File: src/ael_pkg.sv
// Shared types and constants for the arithmetic expression lexer.
// Used by the channel interfaces, the front end, the token queue and the top level.
package ael_pkg;

  localparam int unsigned MaxLenDefault    = 65535;
  localparam int unsigned ValueBitsDefault = 32;
  localparam int unsigned ValWidth         = 32;
  localparam int unsigned PosWidth         = 16;

  typedef enum logic [3:0] {
    TOK_NUM,
    TOK_LPAREN,
    TOK_RPAREN,
    TOK_ADD,
    TOK_SUB,
    TOK_MUL,
    TOK_DIV,
    TOK_MOD,
    TOK_AND,
    TOK_OR,
    TOK_XOR,
    TOK_SHL,
    TOK_SHR,
    TOK_END,
    TOK_ERR
  } tok_kind_e;

  typedef enum logic [1:0] {
    ERR_NONE,
    ERR_UNEXPECTED,
    ERR_UNCLOSED
  } err_kind_e;

  typedef struct packed {
    tok_kind_e             kind;
    logic [ValWidth-1:0]   value;
    err_kind_e             err_kind;
    logic [PosWidth-1:0]   err_pos;
    logic                  done;
  } tok_t;

  // Up to two tokens leave the front end per accepted character.
  typedef struct packed {
    logic [1:0] cnt;
    tok_t       t0;
    tok_t       t1;
  } push_t;

endpackage

File: src/ael_ifs.sv
// Valid/ready channel interfaces for characters in and tokens out.
// Depends on ael_pkg for the field widths.
interface ael_in_if;
  logic       valid;
  logic       ready;
  logic [7:0] ch;
  logic       is_end;

  modport source (output valid, output ch, output is_end, input ready);
  modport sink (input valid, input ch, input is_end, output ready);
endinterface

interface ael_out_if;
  logic                                valid;
  logic                                ready;
  logic [3:0]                          kind;
  logic signed [ael_pkg::ValWidth-1:0] value;
  logic [1:0]                          error_kind;
  logic [ael_pkg::PosWidth-1:0]        error_position;
  logic                                string_done;

  modport source (output valid, output kind, output value, output error_kind,
                  output error_position, output string_done, input ready);
  modport sink (input valid, input kind, input value, input error_kind,
                input error_position, input string_done, output ready);
endinterface

File: src/ael_front.sv
// Front end of the lexer: takes one character request per cycle while room_i is high,
// classifies it and updates the scanner state. Depends on ael_pkg and ael_in_if.
module ael_front #(
  parameter int unsigned MaxLen    = ael_pkg::MaxLenDefault,
  parameter int unsigned ValueBits = ael_pkg::ValueBitsDefault
) (
  input  logic           clk_i,
  input  logic           rst_ni,
  ael_in_if.sink         in_i,
  input  logic           room_i,
  output ael_pkg::push_t push_o
);

  localparam int unsigned PosW = ael_pkg::PosWidth;
  localparam int unsigned ValW = ael_pkg::ValWidth;
  localparam logic [PosW-1:0] PosLimit =
    (MaxLen < 32'd65535) ? PosW'(MaxLen) : {PosW{1'b1}};
  localparam logic [15:0] DepthMax = 16'hFFFF;

  localparam logic [1:0] SIGN_NONE  = 2'd0;
  localparam logic [1:0] SIGN_PLUS  = 2'd1;
  localparam logic [1:0] SIGN_MINUS = 2'd2;
  localparam logic [1:0] SHIFT_NONE = 2'd0;
  localparam logic [1:0] SHIFT_LT   = 2'd1;
  localparam logic [1:0] SHIFT_GT   = 2'd2;

  localparam logic [7:0] CH_ZERO   = 8'h30;
  localparam logic [7:0] CH_NINE   = 8'h39;
  localparam logic [7:0] CH_SPACE  = 8'h20;
  localparam logic [7:0] CH_LPAREN = 8'h28;
  localparam logic [7:0] CH_RPAREN = 8'h29;
  localparam logic [7:0] CH_PLUS   = 8'h2B;
  localparam logic [7:0] CH_MINUS  = 8'h2D;
  localparam logic [7:0] CH_STAR   = 8'h2A;
  localparam logic [7:0] CH_SLASH  = 8'h2F;
  localparam logic [7:0] CH_PCT    = 8'h25;
  localparam logic [7:0] CH_AMP    = 8'h26;
  localparam logic [7:0] CH_BAR    = 8'h7C;
  localparam logic [7:0] CH_CARET  = 8'h5E;
  localparam logic [7:0] CH_LT     = 8'h3C;
  localparam logic [7:0] CH_GT     = 8'h3E;

  function automatic ael_pkg::tok_t op_tok(ael_pkg::tok_kind_e k);
    ael_pkg::tok_t t;
    t          = '0;
    t.kind     = k;
    t.err_kind = ael_pkg::ERR_NONE;
    return t;
  endfunction

  function automatic ael_pkg::tok_t err_tok(ael_pkg::err_kind_e ek, logic [PosW-1:0] pos);
    ael_pkg::tok_t t;
    t          = '0;
    t.kind     = ael_pkg::TOK_ERR;
    t.err_kind = ek;
    t.err_pos  = pos;
    t.done     = 1'b1;
    return t;
  endfunction

  logic                 expect_q, expect_d;
  logic [15:0]          depth_q, depth_d;
  logic                 num_act_q, num_act_d;
  logic [ValueBits-1:0] acc_q, acc_d;
  logic                 neg_q, neg_d;
  logic [1:0]           sign_q, sign_d;
  logic [1:0]           shift_q, shift_d;
  logic [PosW-1:0]      pos_q, pos_d;
  logic                 disc_q, disc_d;

  logic                 accept;
  logic                 digit;
  logic [7:0]           ch_off;
  logic [ValueBits-1:0] dval;
  logic [ValueBits-1:0] acc_mac;
  logic [ValueBits-1:0] acc_signed;
  logic [ValW-1:0]      num_value;
  logic [PosW-1:0]      pos_prev;
  logic                 expect_now;
  logic                 raise_err;
  logic [PosW-1:0]      err_pos;
  logic                 num_push;
  logic                 oth_push;
  ael_pkg::tok_t        oth;
  ael_pkg::tok_t        num_tok;

  assign in_i.ready = room_i;
  assign accept     = in_i.valid & room_i;

  assign digit      = (in_i.ch >= CH_ZERO) && (in_i.ch <= CH_NINE);
  assign ch_off     = in_i.ch - CH_ZERO;
  assign dval       = ValueBits'(ch_off[3:0]);
  // Times ten as two shifts and an add, then the new digit.
  assign acc_mac    = (acc_q << 3) + (acc_q << 1) + dval;
  assign acc_signed = neg_q ? (~acc_q + 1'b1) : acc_q;
  assign pos_prev   = (pos_q == '0) ? '0 : pos_q - 1'b1;

  if (ValueBits >= ValW) begin : g_val_wide
    assign num_value = acc_signed[ValW-1:0];
  end else begin : g_val_narrow
    assign num_value = {{(ValW - ValueBits){1'b0}}, acc_signed};
  end

  always_comb begin
    num_tok       = op_tok(ael_pkg::TOK_NUM);
    num_tok.value = num_value;
  end

  always_comb begin
    expect_d   = expect_q;
    depth_d    = depth_q;
    num_act_d  = num_act_q;
    acc_d      = acc_q;
    neg_d      = neg_q;
    sign_d     = sign_q;
    shift_d    = shift_q;
    pos_d      = pos_q;
    disc_d     = disc_q;
    expect_now = expect_q;
    raise_err  = 1'b0;
    err_pos    = pos_q;
    num_push   = 1'b0;
    oth_push   = 1'b0;
    oth        = op_tok(ael_pkg::TOK_END);

    if (accept && in_i.is_end) begin
      if (!disc_q) begin
        oth_push = 1'b1;
        if (sign_q != SIGN_NONE) begin
          oth = err_tok(ael_pkg::ERR_UNEXPECTED, pos_prev);
        end else if (shift_q != SHIFT_NONE) begin
          oth = err_tok(ael_pkg::ERR_UNEXPECTED, pos_q);
        end else begin
          num_push = num_act_q;
          if (depth_q != '0) begin
            oth = err_tok(ael_pkg::ERR_UNCLOSED, '0);
          end else begin
            oth      = op_tok(ael_pkg::TOK_END);
            oth.done = 1'b1;
          end
        end
      end
      // The end marker always returns the scanner to its idle state.
      expect_d  = 1'b1;
      depth_d   = '0;
      num_act_d = 1'b0;
      acc_d     = '0;
      neg_d     = 1'b0;
      sign_d    = SIGN_NONE;
      shift_d   = SHIFT_NONE;
      pos_d     = '0;
      disc_d    = 1'b0;
    end else if (accept) begin
      if (!disc_q) begin
        if (sign_q != SIGN_NONE) begin
          if (digit) begin
            num_act_d = 1'b1;
            neg_d     = (sign_q == SIGN_MINUS);
            acc_d     = dval;
            sign_d    = SIGN_NONE;
          end else begin
            raise_err = 1'b1;
            err_pos   = pos_prev;
          end
        end else if (shift_q != SHIFT_NONE) begin
          if ((shift_q == SHIFT_LT && in_i.ch == CH_LT) ||
              (shift_q == SHIFT_GT && in_i.ch == CH_GT)) begin
            oth_push = 1'b1;
            oth      = op_tok((shift_q == SHIFT_LT) ? ael_pkg::TOK_SHL : ael_pkg::TOK_SHR);
            shift_d  = SHIFT_NONE;
            expect_d = 1'b0;
          end else begin
            raise_err = 1'b1;
          end
        end else if (num_act_q && digit) begin
          acc_d = acc_mac;
        end else begin
          if (num_act_q) begin
            // A non-digit ends the running number; it goes out first.
            num_push   = 1'b1;
            num_act_d  = 1'b0;
            neg_d      = 1'b0;
            acc_d      = '0;
            expect_d   = 1'b0;
            expect_now = 1'b0;
          end
          if (in_i.ch == CH_SPACE) begin
            expect_d = expect_now;
          end else if (in_i.ch == CH_LPAREN) begin
            if (depth_q != DepthMax) begin
              depth_d = depth_q + 1'b1;
            end
            oth_push = 1'b1;
            oth      = op_tok(ael_pkg::TOK_LPAREN);
          end else if (in_i.ch == CH_RPAREN) begin
            if (depth_q == '0) begin
              raise_err = 1'b1;
            end else begin
              depth_d  = depth_q - 1'b1;
              oth_push = 1'b1;
              oth      = op_tok(ael_pkg::TOK_RPAREN);
            end
          end else if (expect_now) begin
            if (digit) begin
              num_act_d = 1'b1;
              neg_d     = 1'b0;
              acc_d     = dval;
            end else if (in_i.ch == CH_PLUS) begin
              sign_d = SIGN_PLUS;
            end else if (in_i.ch == CH_MINUS) begin
              sign_d = SIGN_MINUS;
            end else begin
              raise_err = 1'b1;
            end
          end else begin
            unique case (in_i.ch)
              CH_PLUS: begin
                oth_push = 1'b1;
                oth      = op_tok(ael_pkg::TOK_ADD);
              end
              CH_MINUS: begin
                oth_push = 1'b1;
                oth      = op_tok(ael_pkg::TOK_SUB);
              end
              CH_STAR: begin
                oth_push = 1'b1;
                oth      = op_tok(ael_pkg::TOK_MUL);
              end
              CH_SLASH: begin
                oth_push = 1'b1;
                oth      = op_tok(ael_pkg::TOK_DIV);
              end
              CH_PCT: begin
                oth_push = 1'b1;
                oth      = op_tok(ael_pkg::TOK_MOD);
              end
              CH_AMP: begin
                oth_push = 1'b1;
                oth      = op_tok(ael_pkg::TOK_AND);
              end
              CH_BAR: begin
                oth_push = 1'b1;
                oth      = op_tok(ael_pkg::TOK_OR);
              end
              CH_CARET: begin
                oth_push = 1'b1;
                oth      = op_tok(ael_pkg::TOK_XOR);
              end
              CH_LT: shift_d = SHIFT_LT;
              CH_GT: shift_d = SHIFT_GT;
              default: raise_err = 1'b1;
            endcase
            if (oth_push) begin
              expect_d = 1'b1;
            end
          end
        end

        if (raise_err) begin
          oth_push  = 1'b1;
          oth       = err_tok(ael_pkg::ERR_UNEXPECTED, err_pos);
          disc_d    = 1'b1;
          num_act_d = 1'b0;
          sign_d    = SIGN_NONE;
          shift_d   = SHIFT_NONE;
        end
      end
      if (pos_q < PosLimit) begin
        pos_d = pos_q + 1'b1;
      end
    end
  end

  always_comb begin
    push_o.cnt = {1'b0, num_push} + {1'b0, oth_push};
    push_o.t0  = num_push ? num_tok : oth;
    push_o.t1  = oth;
  end

  always_ff @(posedge clk_i or negedge rst_ni) begin
    if (!rst_ni) begin
      expect_q  <= 1'b1;
      depth_q   <= '0;
      num_act_q <= 1'b0;
      acc_q     <= '0;
      neg_q     <= 1'b0;
      sign_q    <= SIGN_NONE;
      shift_q   <= SHIFT_NONE;
      pos_q     <= '0;
      disc_q    <= 1'b0;
    end else begin
      expect_q  <= expect_d;
      depth_q   <= depth_d;
      num_act_q <= num_act_d;
      acc_q     <= acc_d;
      neg_q     <= neg_d;
      sign_q    <= sign_d;
      shift_q   <= shift_d;
      pos_q     <= pos_d;
      disc_q    <= disc_d;
    end
  end

  // When two tokens leave together, the first is always the flushed number.
  a_pair_starts_with_num: assert property (@(posedge clk_i) disable iff (!rst_ni)
    push_o.cnt == 2'd2 |-> (push_o.t0.kind == ael_pkg::TOK_NUM && !push_o.t0.done))
    else $error("two tokens pushed but the first is not a number");

  // An error raised by a character puts the scanner into discard mode.
  a_err_discards: assert property (@(posedge clk_i) disable iff (!rst_ni)
    (accept && !in_i.is_end && oth_push && oth.kind == ael_pkg::TOK_ERR) |=> disc_q)
    else $error("error token without entering discard mode");

endmodule

File: src/ael_queue.sv
// Token queue between the front end and the output channel; its head register
// drives the output port directly. Depends on ael_pkg and ael_out_if.
module ael_queue (
  input  logic           clk_i,
  input  logic           rst_ni,
  input  ael_pkg::push_t push_i,
  output logic           room_o,
  ael_out_if.source      out_o
);

  localparam int unsigned Depth = 4;
  localparam int unsigned PtrW  = $clog2(Depth);
  localparam int unsigned CntW  = $clog2(Depth + 1);

  ael_pkg::tok_t   mem_q [Depth];
  logic [PtrW-1:0] wr_q, wr_d;
  logic [PtrW-1:0] rd_q, rd_d;
  logic [CntW-1:0] cnt_q, cnt_d;
  logic [PtrW-1:0] wr_next;
  logic            pop;
  ael_pkg::tok_t   head;

  // Room for the worst case of two tokens from one character.
  assign room_o  = cnt_q <= CntW'(Depth - 2);
  assign wr_next = wr_q + 1'b1;
  assign pop     = out_o.valid && out_o.ready;
  assign head    = mem_q[rd_q];

  assign out_o.valid          = cnt_q != '0;
  assign out_o.kind           = head.kind;
  assign out_o.value          = signed'(head.value);
  assign out_o.error_kind     = head.err_kind;
  assign out_o.error_position = head.err_pos;
  assign out_o.string_done    = head.done;

  always_comb begin
    wr_d  = wr_q + PtrW'(push_i.cnt);
    rd_d  = rd_q + PtrW'(pop);
    cnt_d = cnt_q + CntW'(push_i.cnt) - CntW'(pop);
  end

  always_ff @(posedge clk_i) begin
    if (push_i.cnt != 2'd0) begin
      mem_q[wr_q] <= push_i.t0;
    end
    if (push_i.cnt == 2'd2) begin
      mem_q[wr_next] <= push_i.t1;
    end
  end

  always_ff @(posedge clk_i or negedge rst_ni) begin
    if (!rst_ni) begin
      wr_q  <= '0;
      rd_q  <= '0;
      cnt_q <= '0;
    end else begin
      wr_q  <= wr_d;
      rd_q  <= rd_d;
      cnt_q <= cnt_d;
    end
  end

  a_no_overflow: assert property (@(posedge clk_i) disable iff (!rst_ni)
    {1'b0, push_i.cnt} <= (CntW'(Depth) - cnt_q))
    else $error("token queue overflow");

  a_count_tracks: assert property (@(posedge clk_i) disable iff (!rst_ni)
    1'b1 |=> cnt_q == CntW'($past(cnt_q) + CntW'($past(push_i.cnt)) - CntW'($past(pop))))
    else $error("token count does not match pushes and pops");

endmodule

File: src/arith_expression_lexer.sv
// Top level of the arithmetic expression lexer.
// Instantiates ael_front and ael_queue; depends on ael_pkg and the channel interfaces.
//
// Characters enter one request per cycle and the front end classifies each one
// combinationally, so the block accepts a new character every cycle while the
// four-entry token queue has room for two tokens; a token is written into the
// queue as its character is accepted. Tokens leave at one per cycle while the
// output is ready, so a character that yields two tokens (a flushed number and
// an operator, parenthesis, error or end result) leaves as two transfers, and
// the output side sets the sustained rate when such pairs come back to back.
// Numbers accumulate by shift-and-add; there is no clearing pass after reset.
module arith_expression_lexer #(
  parameter int unsigned MaxLen    = ael_pkg::MaxLenDefault,
  parameter int unsigned ValueBits = ael_pkg::ValueBitsDefault
) (
  input  logic      clk_i,
  input  logic      rst_ni,
  ael_in_if.sink    in_i,
  ael_out_if.source out_o
);

  ael_pkg::push_t push;
  logic           room;

  ael_front #(
    .MaxLen   (MaxLen),
    .ValueBits(ValueBits)
  ) u_front (
    .clk_i (clk_i),
    .rst_ni(rst_ni),
    .in_i  (in_i),
    .room_i(room),
    .push_o(push)
  );

  ael_queue u_queue (
    .clk_i (clk_i),
    .rst_ni(rst_ni),
    .push_i(push),
    .room_o(room),
    .out_o (out_o)
  );

endmodule

File: src/flat_wrapper.sv
// flat-port wrapper written by rule: the top's interface ports become plain ports
module arith_expression_lexer_flat 
#(
  parameter int unsigned MaxLen    = ael_pkg::MaxLenDefault,
  parameter int unsigned ValueBits = ael_pkg::ValueBitsDefault
)
  (clk_i, rst_ni, in_i_valid, in_i_ch, in_i_is_end, in_i_ready, out_o_valid, out_o_kind, out_o_value, out_o_error_kind, out_o_error_position, out_o_string_done, out_o_ready);
  ael_in_if in_i_i ();
  ael_out_if out_o_i ();
  input  logic clk_i;
  input  logic rst_ni;
  input wire logic [$bits(in_i_i.valid)-1:0] in_i_valid;
  input wire logic [$bits(in_i_i.ch)-1:0] in_i_ch;
  input wire logic [$bits(in_i_i.is_end)-1:0] in_i_is_end;
  output wire logic [$bits(in_i_i.ready)-1:0] in_i_ready;
  output wire logic [$bits(out_o_i.valid)-1:0] out_o_valid;
  output wire logic [$bits(out_o_i.kind)-1:0] out_o_kind;
  output wire logic [$bits(out_o_i.value)-1:0] out_o_value;
  output wire logic [$bits(out_o_i.error_kind)-1:0] out_o_error_kind;
  output wire logic [$bits(out_o_i.error_position)-1:0] out_o_error_position;
  output wire logic [$bits(out_o_i.string_done)-1:0] out_o_string_done;
  input wire logic [$bits(out_o_i.ready)-1:0] out_o_ready;
  assign in_i_i.valid = in_i_valid;
  assign in_i_i.ch = in_i_ch;
  assign in_i_i.is_end = in_i_is_end;
  assign in_i_ready = in_i_i.ready;
  assign out_o_valid = out_o_i.valid;
  assign out_o_kind = out_o_i.kind;
  assign out_o_value = out_o_i.value;
  assign out_o_error_kind = out_o_i.error_kind;
  assign out_o_error_position = out_o_i.error_position;
  assign out_o_string_done = out_o_i.string_done;
  assign out_o_i.ready = out_o_ready;
  arith_expression_lexer #(.MaxLen(MaxLen), .ValueBits(ValueBits)) u_core (.clk_i(clk_i), .rst_ni(rst_ni), .in_i(in_i_i), .out_o(out_o_i));
endmodule
File: config.mk
export PLATFORM = sky130hd
export DESIGN_NAME = arith_expression_lexer_flat
export DESIGN_NICKNAME = d
export VERILOG_FILES = /design/src/ael_pkg.sv /design/src/ael_ifs.sv /design/src/ael_front.sv /design/src/ael_queue.sv /design/src/arith_expression_lexer.sv /design/src/flat_wrapper.sv
export SDC_FILE = /design/constraint.sdc
export NUM_CORES = 1
export LEC_CHECK = 0
export ABC_AREA = 1
export BUFFER_PORTS_ARGS = -buffer_cell sky130_fd_sc_hd__buf_2
export CORE_MARGIN = 10
export CORE_UTILIZATION = 56
export CTS_CLUSTER_SIZE = 8
export DETAILED_ROUTE_END_ITERATION = 16
export PLACE_DENSITY = 0.75
export SYNTH_ARGS = -nofsm -noshare
export SYNTH_HDL_FRONTEND = slang
export SYNTH_SLANG_ARGS = --single-unit
export TNS_END_PERCENT = 50
File: constraint.sdc
create_clock -name clk_i -period 4.2 [get_ports clk_i]
set_input_delay 0.84 -clock clk_i [delete_from_list [all_inputs] [get_ports clk_i]]
set_output_delay 0.84 -clock clk_i [all_outputs]
set_load 0.05 [all_outputs]
Word-level counts from Yosys, hierarchy flattened
Memories as Yosys holds them, arrays and structs flattened.
Index checks and enable logic that the tools add are counted.
Widths: inputs -> output; s select.
{"block": "word_totals", "output_inout_bits": 57, "ram_bits": 220, "inputBits": 13, "wordCells": 291, "register_bits": 79, "n_memories": 1}
{"name": "u_core.u_queue.mem_q", "words": 4, "word_bits": 55, "read_ports": 1, "rd_ports_with_merged_regs": 0, "wr": 2, "line_no": "ael_queue.sv:15", "rtl": "ael_pkg::tok_t mem_q [Depth];"}
{"block": "op_classes", "n_mux": 184, "n_eq_ne": 45, "n_reduce_logical": 29, "n_bitwise": 2, "n_addsub": 14, "order_cmp": 4}
{"op": "$mux 55", "n": 13}
{"op": "$mux 32", "n": 14}
{"op": "$pmux 55 s8", "n": 1}
{"op": "$mux 16", "n": 17}
{"op": "$mux 53", "n": 4}
{"op": "$mux 1", "n": 105}
{"op": "$eq 8x6->1 const B", "n": 11}
{"op": "$mux 2", "n": 27}
{"op": "$mux 54", "n": 1}
{"op": "$ne 4x3->1 const B", "n": 11}
{"op": "$add 16x1->16 const B", "n": 2}
{"op": "$add 32x1->32 const B", "n": 1}
{"op": "$add 32x32->32", "n": 1}
{"op": "$add 32x4->32", "n": 1}
{"op": "$logic_not 16->1", "n": 2}
{"op": "$not 32->32", "n": 1}
{"op": "$sub 16x1->16 const B", "n": 2}
{"op": "$eq 8x7->1 const B", "n": 2}
{"op": "$lt 16x16->1 const B", "n": 1}
{"op": "$ne 16x16->1 const B", "n": 1}
{"op": "$reduce_bool 16->1", "n": 1}
{"op": "$ne 3x3->1 const B", "n": 5}
{"op": "$reduce_and 5->1", "n": 3}
{"op": "$ne 11x5->1 const B", "n": 1}
{"op": "33 further kinds", "n": 50}

Longest topological paths before layout
{"block": "logic_depth", "ltp_word": 34, "depth_mapped": 23, "depth_no_buf": 22}

By module
Synthesis repeated with hierarchy kept, for this count alone.
{"block": "hier_totals", "hier_cells": 2717, "area_unflattened_um2": 21102.7}
{"mod": "ael_queue", "seq_area_each_um2": 6781.5, "area_each_um2": 11484.8, "cells_each": 1192, "n_inst": 1}
{"mod": "ael_front", "seq_area_each_um2": 1803.0, "area_each_um2": 9618.0, "cells_each": 1525, "n_inst": 1}

Worst setup path after synthesis
Ideal clock, no wire load.
{"block": "synth_timing", "path_kind": "input -> register", "startpoint": "in in_i_ch[3]", "endpoint": "mem u_core.u_queue.mem_q[3][17] in the netlist's numbering, data pin", "stages": 23, "setup_ns": 0.138, "path_slack_ns": 0.202, "required_time_ns": 4.062, "path_buffers": 2, "t_arrival_ns": 3.860, "path_cell_list": "buf_2 inv_1 nand2_1 nor2_1 nand2_2 nand2_1 nor2_1 nand2_2 nand2_2 nand3_2 nand2_4 nand3_1 a21oi_1 inv_1 ha_1 nor3_1 inv_1 nand2_1 o21ai_1 buf_2 inv_1 nand2_1 nor2_1"}
{"element": "start, declared", "line_no": "flat_wrapper.sv:13", "rtl": "input wire logic [$bits(in_i_i.ch)-1:0] in_i_ch;"}
{"element": "end, declared", "line_no": "ael_queue.sv:15"}

Worst setup path after layout
{"block": "layout_timing", "startpoint": "in in_i_ch[6]", "endpoint": "reg u_core.u_queue.cnt_q[2]"}
{"block": "layout_between", "elab_chain_cells": 27, "word_cells_on_any_way": 70, "cone_classes": "3 x add/sub; 2 x order compare; 13 x eq/ne; 45 x mux; 7 x reduce/logical"}
{"element": "$eq 8x6->1, or another cell as far along", "line_no": "ael_front.sv:208, ael_front.sv:216"}
{"element": "$reduce_or 8->1 (no source line)"}
{"element": "$mux 1", "line_no": "ael_front.sv:216", "rtl": "unique case (in_i.ch)"}
{"element": "$mux 1", "line_no": "ael_front.sv:203", "rtl": "end else if (expect_now) begin"}
{"element": "$mux 1", "line_no": "ael_front.sv:195", "rtl": "end else if (in_i.ch == CH_RPAREN) begin"}
{"element": "$mux 1", "line_no": "ael_front.sv:189", "rtl": "end else if (in_i.ch == CH_LPAREN) begin"}
{"element": "$mux 1", "line_no": "ael_front.sv:187", "rtl": "if (in_i.ch == CH_SPACE) begin"}
{"element": "$mux 1", "line_no": "ael_front.sv:175", "rtl": "end else if (num_act_q && digit) begin"}
{"element": "[... 12 more ...]"}
{"element": "$mux 1", "line_no": "ael_front.sv:259", "rtl": "if (raise_err) begin"}
{"element": "$mux 1", "line_no": "ael_front.sv:154", "rtl": "if (!disc_q) begin"}
{"element": "$mux 1", "line_no": "ael_front.sv:153", "rtl": "end else if (accept) begin"}
{"element": "$mux 1", "line_no": "ael_front.sv:126", "rtl": "if (accept && in_i.is_end) begin"}
{"element": "$add 1x1->2 *", "line_no": "ael_front.sv:275", "rtl": "push_o.cnt = {1'b0, num_push} + {1'b0, oth_push};"}
{"element": "$add 3x2->3 *", "line_no": "ael_queue.sv:39", "rtl": "cnt_d = cnt_q + CntW'(push_i.cnt) - CntW'(pop);"}
{"element": "$sub 3x1->3 *", "line_no": "ael_queue.sv:39"}
{"element": "via u_core.u_queue.cnt_d[2]", "line_no": "ael_queue.sv:18", "rtl": "logic [CntW-1:0] cnt_q, cnt_d;"}
{"element": "end signal, assigned", "line_no": "ael_queue.sv:59", "rtl": "cnt_q <= cnt_d;"}
{"element": "end, declared", "line_no": "ael_queue.sv:18"}
The timed path passes the listed nets; every way through them passes the cells marked *. The select of a mux whose other input is x is not followed.
A chain may end at the register's enable or synchronous reset.

==> metrics <==
status completed; Max Root-Sink Buffers 3; async set-reset flop share out of synthesis 26.4%; die footprint 40000 µm²; Post-DP HPWL 35.8 mm; part of the Yosys area used for sequential elements 40.2%; reg2reg setup slack ~0.80 ns; max-cap violations 0; Static Leak 0.00848 µW; post-route ant nets 0; clk sinks ~300; FMAX 290 MHz; First DRT Iteration DRCs about 1800; Gates resized, CTS repair 0; number of library cell types mapped by synthesis between 60 and 70; startpoint-to-endpoint class of the critical path primary input to register; Clock Power Share 21.8%; reg-to-reg startpoint u_core.u_front.shift_q[0]$_DFFE_PN0P_; headroom to the max-slew limit 24.9%; Pins Over Slew Limit 0; Worst setup SP type primary input; effective utilization at floorplan 57.1%; core box area ~32000 µm²; arrival time of data at the critical path endpoint 3.92 ns; worst setup slack after placement 0.211 ns; Syn. warnings 0; DR pass1 iterations 6; share of post-route cells with drive strength above 1 approximately a tenth; maximum vdd ir drop 0.000785 V; filler cell count in the final layout approximately 2800; Post-Syn Instances 2464; flip-flop and latch count after synthesis between 200 and 300; placer's final routability congestion estimate 0.965; internal power contribution 7510 µW; number of rows created at floorplan 65; first-pass GRT wire length 84.4 mm; Detailed Route WL 52.0 mm; Fin Clk Skew roughly 0.026 ns; cell area after layout ~20000 µm²; largest net degree at the start of global routing approximately 110; TNS Setup 0 ns; required time worst endpoint roughly 4.7 ns; insertion delay to the later sink of the worst-skew pair 0.55 ns; routed length on met3 4.23 mm; R2R Path End u_core.u_queue.mem_q[3][48]$_SDFFE_PP0P_; count of input and output buffers 69; I/O pin count 70; number of enable-type register cells in the synthesized netlist just over 90; Clk Tree Root Cell clkbuf_16; Post-CTS Hold Fix Bufs 0; number of H-tree levels 2; via count of the first global-routing pass 16442; post-layout min period ~3.4 ns; post-layout power 14600 µW; Setup Viol. Count Final 0; layout-stage area growth over the synthesis result 11.0%; part of the power in registers 27.2%; CTS clk-pin slew, worst paths 0.06 ns; detailed-route wire length per cell approximately 18 µm; sum of overflow across all layers after global routing 0; post-layout net count 2604; met1 WL 23.4 mm; PD cells 726 nW/µm²; RSZ-0062 raised after global routing false; GR Util All Layers 25.7%; endpoint of the most critical setup path u_core.u_queue.cnt_q[2]$_DFF_PN0_; worst-margin pin slew roughly 1.1 ns; Setup Fix Bufs, Post-CTS 0; number of vias per cell 5.97; switching power about 7100 µW; clock tree from TritonCTS done; met2 wirelength from detailed routing 23.3 mm; # diodes 0; placed standard-cell area 18900 µm²; floorplan die width 200 µm; die height 200 µm; number of clock buffers inserted by TritonCTS 43; uppermost signal routing layer after detailed routing met4; Sw Share 48.7%; critical-path maximum fanout 11; worst path setup slack after routing 0.752 ns; combinational cell fraction of total power 50.9%; critical path endpoint category register; crit path launch in_i_ch[6]; number of nets in the synthesized netlist approximately 2600; final worst-path cycle share 82.1%; initial antenna violation count 0; class of the most critical hold timing path primary input to asynchronous set/reset pin; mean cell area of the mapped netlist 7.37 µm²; Register-to-Register Path Depth 17; share of the core filled with cells in the final layout 63.4%; Primary FF master, synth dfxtp_1; DRC violation count after routing 0; area of the mapped netlist 18200 µm²; Hold Fails Final Rpt 0; total via count in the routed design 17691
==> power groups by stage <==
stage	Combinational (µW)	Clock, µW	Sequential, µW
CTS	7400	3220	3960
floorplan	5730	0	3780
detailed placement	7360	0	4000
global placement	7200	0	3980
finish	7460	3200	3980
global route	8230	3340	4030
==> metal layers <==
| layer | vias to the layer above | track usage [%] |
|---|---|---|
| met5 | - | 0 |
| met4 | 0 | 6.48 |
| met3 | 92 | 3.83 |
| met2 | 735 | 41.0 |
| met1 | 8403 | 35.7 |
| li1 | 8461 | - |
==> cell usage after synthesis, types with 35 or more instances <==
library cell    n  share of area (%)
nand4_1        35                1.2
ha_1           82                5.7
inv_1         174                3.6
o22ai_1        68                2.3
nand3_1       139                3.8
o21ai_0       328                9.0
clkbuf_1       90                1.9
dfxtp_1       128                 14
dfrtp_1        78                 11
a21oi_1       115                3.2
nand2_1       480                9.9
edfxtp_1       92                 15
nor2_1        362                7.5
==> worst min path at each step <==
| stage | startpoint | end | slack [ns] | depth (start not counted) |
|---|---|---|---|---|
| finish | rst_ni | u_core.u_front.acc_q[29]$_DFFE_PN0P_ | 0.33 | 1 |
| detailed placement | u_core.u_queue.mem_q[2][31]$_SDFFE_PP0P_ | u_core.u_queue.mem_q[2][31]$_SDFFE_PP0P_ | 0.44 | 2 |
| floorplan | u_core.u_queue.mem_q[1][19]$_SDFFE_PP0P_ | u_core.u_queue.mem_q[1][19]$_SDFFE_PP0P_ | 0.42 | 2 |
| global placement | u_core.u_queue.mem_q[2][27]$_SDFFE_PP0P_ | u_core.u_queue.mem_q[2][27]$_SDFFE_PP0P_ | 0.43 | 2 |
| CTS | rst_ni | u_core.u_front.acc_q[29]$_DFFE_PN0P_ | 0.38 | 1 |
| global route | rst_ni | u_core.u_front.acc_q[29]$_DFFE_PN0P_ | 0.41 | 1 |
==> cell families after synthesis <==
kind of cell	synth area share [%]
xor gates and xnor gates	1.54
adders and majority gates	6.09
AOI/OAI and AO/OA	19.0
and+or+nand+nor	26.3
buffers and inverters	6.88
DFF	40.2
==> stage by stage <==
step / hold slack, ns / cells
floorplan: 0.423 / 2464
global placement: 0.433 / 2895
detailed placement: 0.439 / 2895
CTS: 0.378 / 2963
global route: 0.415 / 2963
finish: 0.332 / 2963
==> final cells by class <==
type	count	area [µm²]	area share, %
timing repair buffer	113	741	3.67
inverter	195	739	3.67
multi-input combinational	1853	9600	47.6
sequential	299	7300	36.2
clock buffer	65	1180	5.85
clock inverter	3	48.8	0.242
tap	435	544	2.70
==> registers in the layout (all words and copies together) (netlist names) <==
register,cells
u_core.u_front.shift_q,2
u_core.u_front.acc_q,32
u_core.u_front.disc_q,1
u_core.u_front.neg_q,1
u_core.u_front.expect_q,1
u_core.u_queue.wr_q,2
u_core.u_queue.cnt_q,3
u_core.u_front.pos_q,16
u_core.u_front.num_act_q,1
u_core.u_front.sign_q,2
u_core.u_front.depth_q,16
u_core.u_queue.rd_q,2
u_core.u_queue.mem_q,220
==> worst max-delay path: stages <==
cell,delay (ns)
buf_2,0.10
inv_1,0.04
nand2_1,0.08
nor2_1,0.04
buf_4,0.17
nand2_1,0.09
nand2_1,0.09
nor2_2,0.12
nand2_2,0.07
nand2_2,0.07
nand3_2,0.10
nand2_4,0.11
nand3_1,0.09
a21oi_1,0.24
inv_1,0.07
ha_1,0.30
inv_1,0.05
ha_1,0.26
inv_1,0.06
ha_1,0.14
inv_1,0.05
fa_1,0.37
xnor2_1,0.17
xor2_1,0.17
==> placed cells by master, fill, tap and decap left out, types with 4 or more instances in the layout <==
| cell | netlist | layout |
|---|---|---|
| o21bai_1 | 4 | 4 |
| o31ai_1 | 19 | 19 |
| xnor2_1 | 10 | 10 |
| nand2_2 | 12 | 12 |
| a211oi_1 | 13 | 13 |
| nand3_1 | 139 | 139 |
| fa_1 | 4 | 4 |
| nor2_2 | 23 | 23 |
| a31o_2 | 4 | 4 |
| a21oi_1 | 115 | 115 |
| o22ai_1 | 68 | 68 |
| clkbuf_16 | 0 | 43 |
| a21o_1 | 7 | 7 |
| o21ai_0 | 328 | 328 |
| edfxtp_1 | 92 | 92 |
| inv_1 | 174 | 173 |
| a22oi_1 | 5 | 5 |
| xor2_1 | 22 | 22 |
| buf_2 | 17 | 68 |
| and2_1 | 4 | 4 |
| buf_12 | 0 | 5 |
| o211ai_1 | 11 | 11 |
| dfxtp_1 | 128 | 128 |
| o21a_1 | 6 | 6 |
| or2_2 | 9 | 9 |
| clkbuf_1 | 90 | 20 |
| dfrtp_1 | 78 | 77 |
| o21ai_1 | 13 | 13 |
| nand4_1 | 35 | 35 |
| buf_4 | 3 | 40 |
| ha_1 | 82 | 82 |
| nor3_1 | 30 | 30 |
| nor2_1 | 362 | 362 |
| nand2_1 | 480 | 480 |
| a31oi_1 | 9 | 9 |
| inv_2 | 17 | 18 |
No activity file was read; power rests on OpenSTA's default activity.
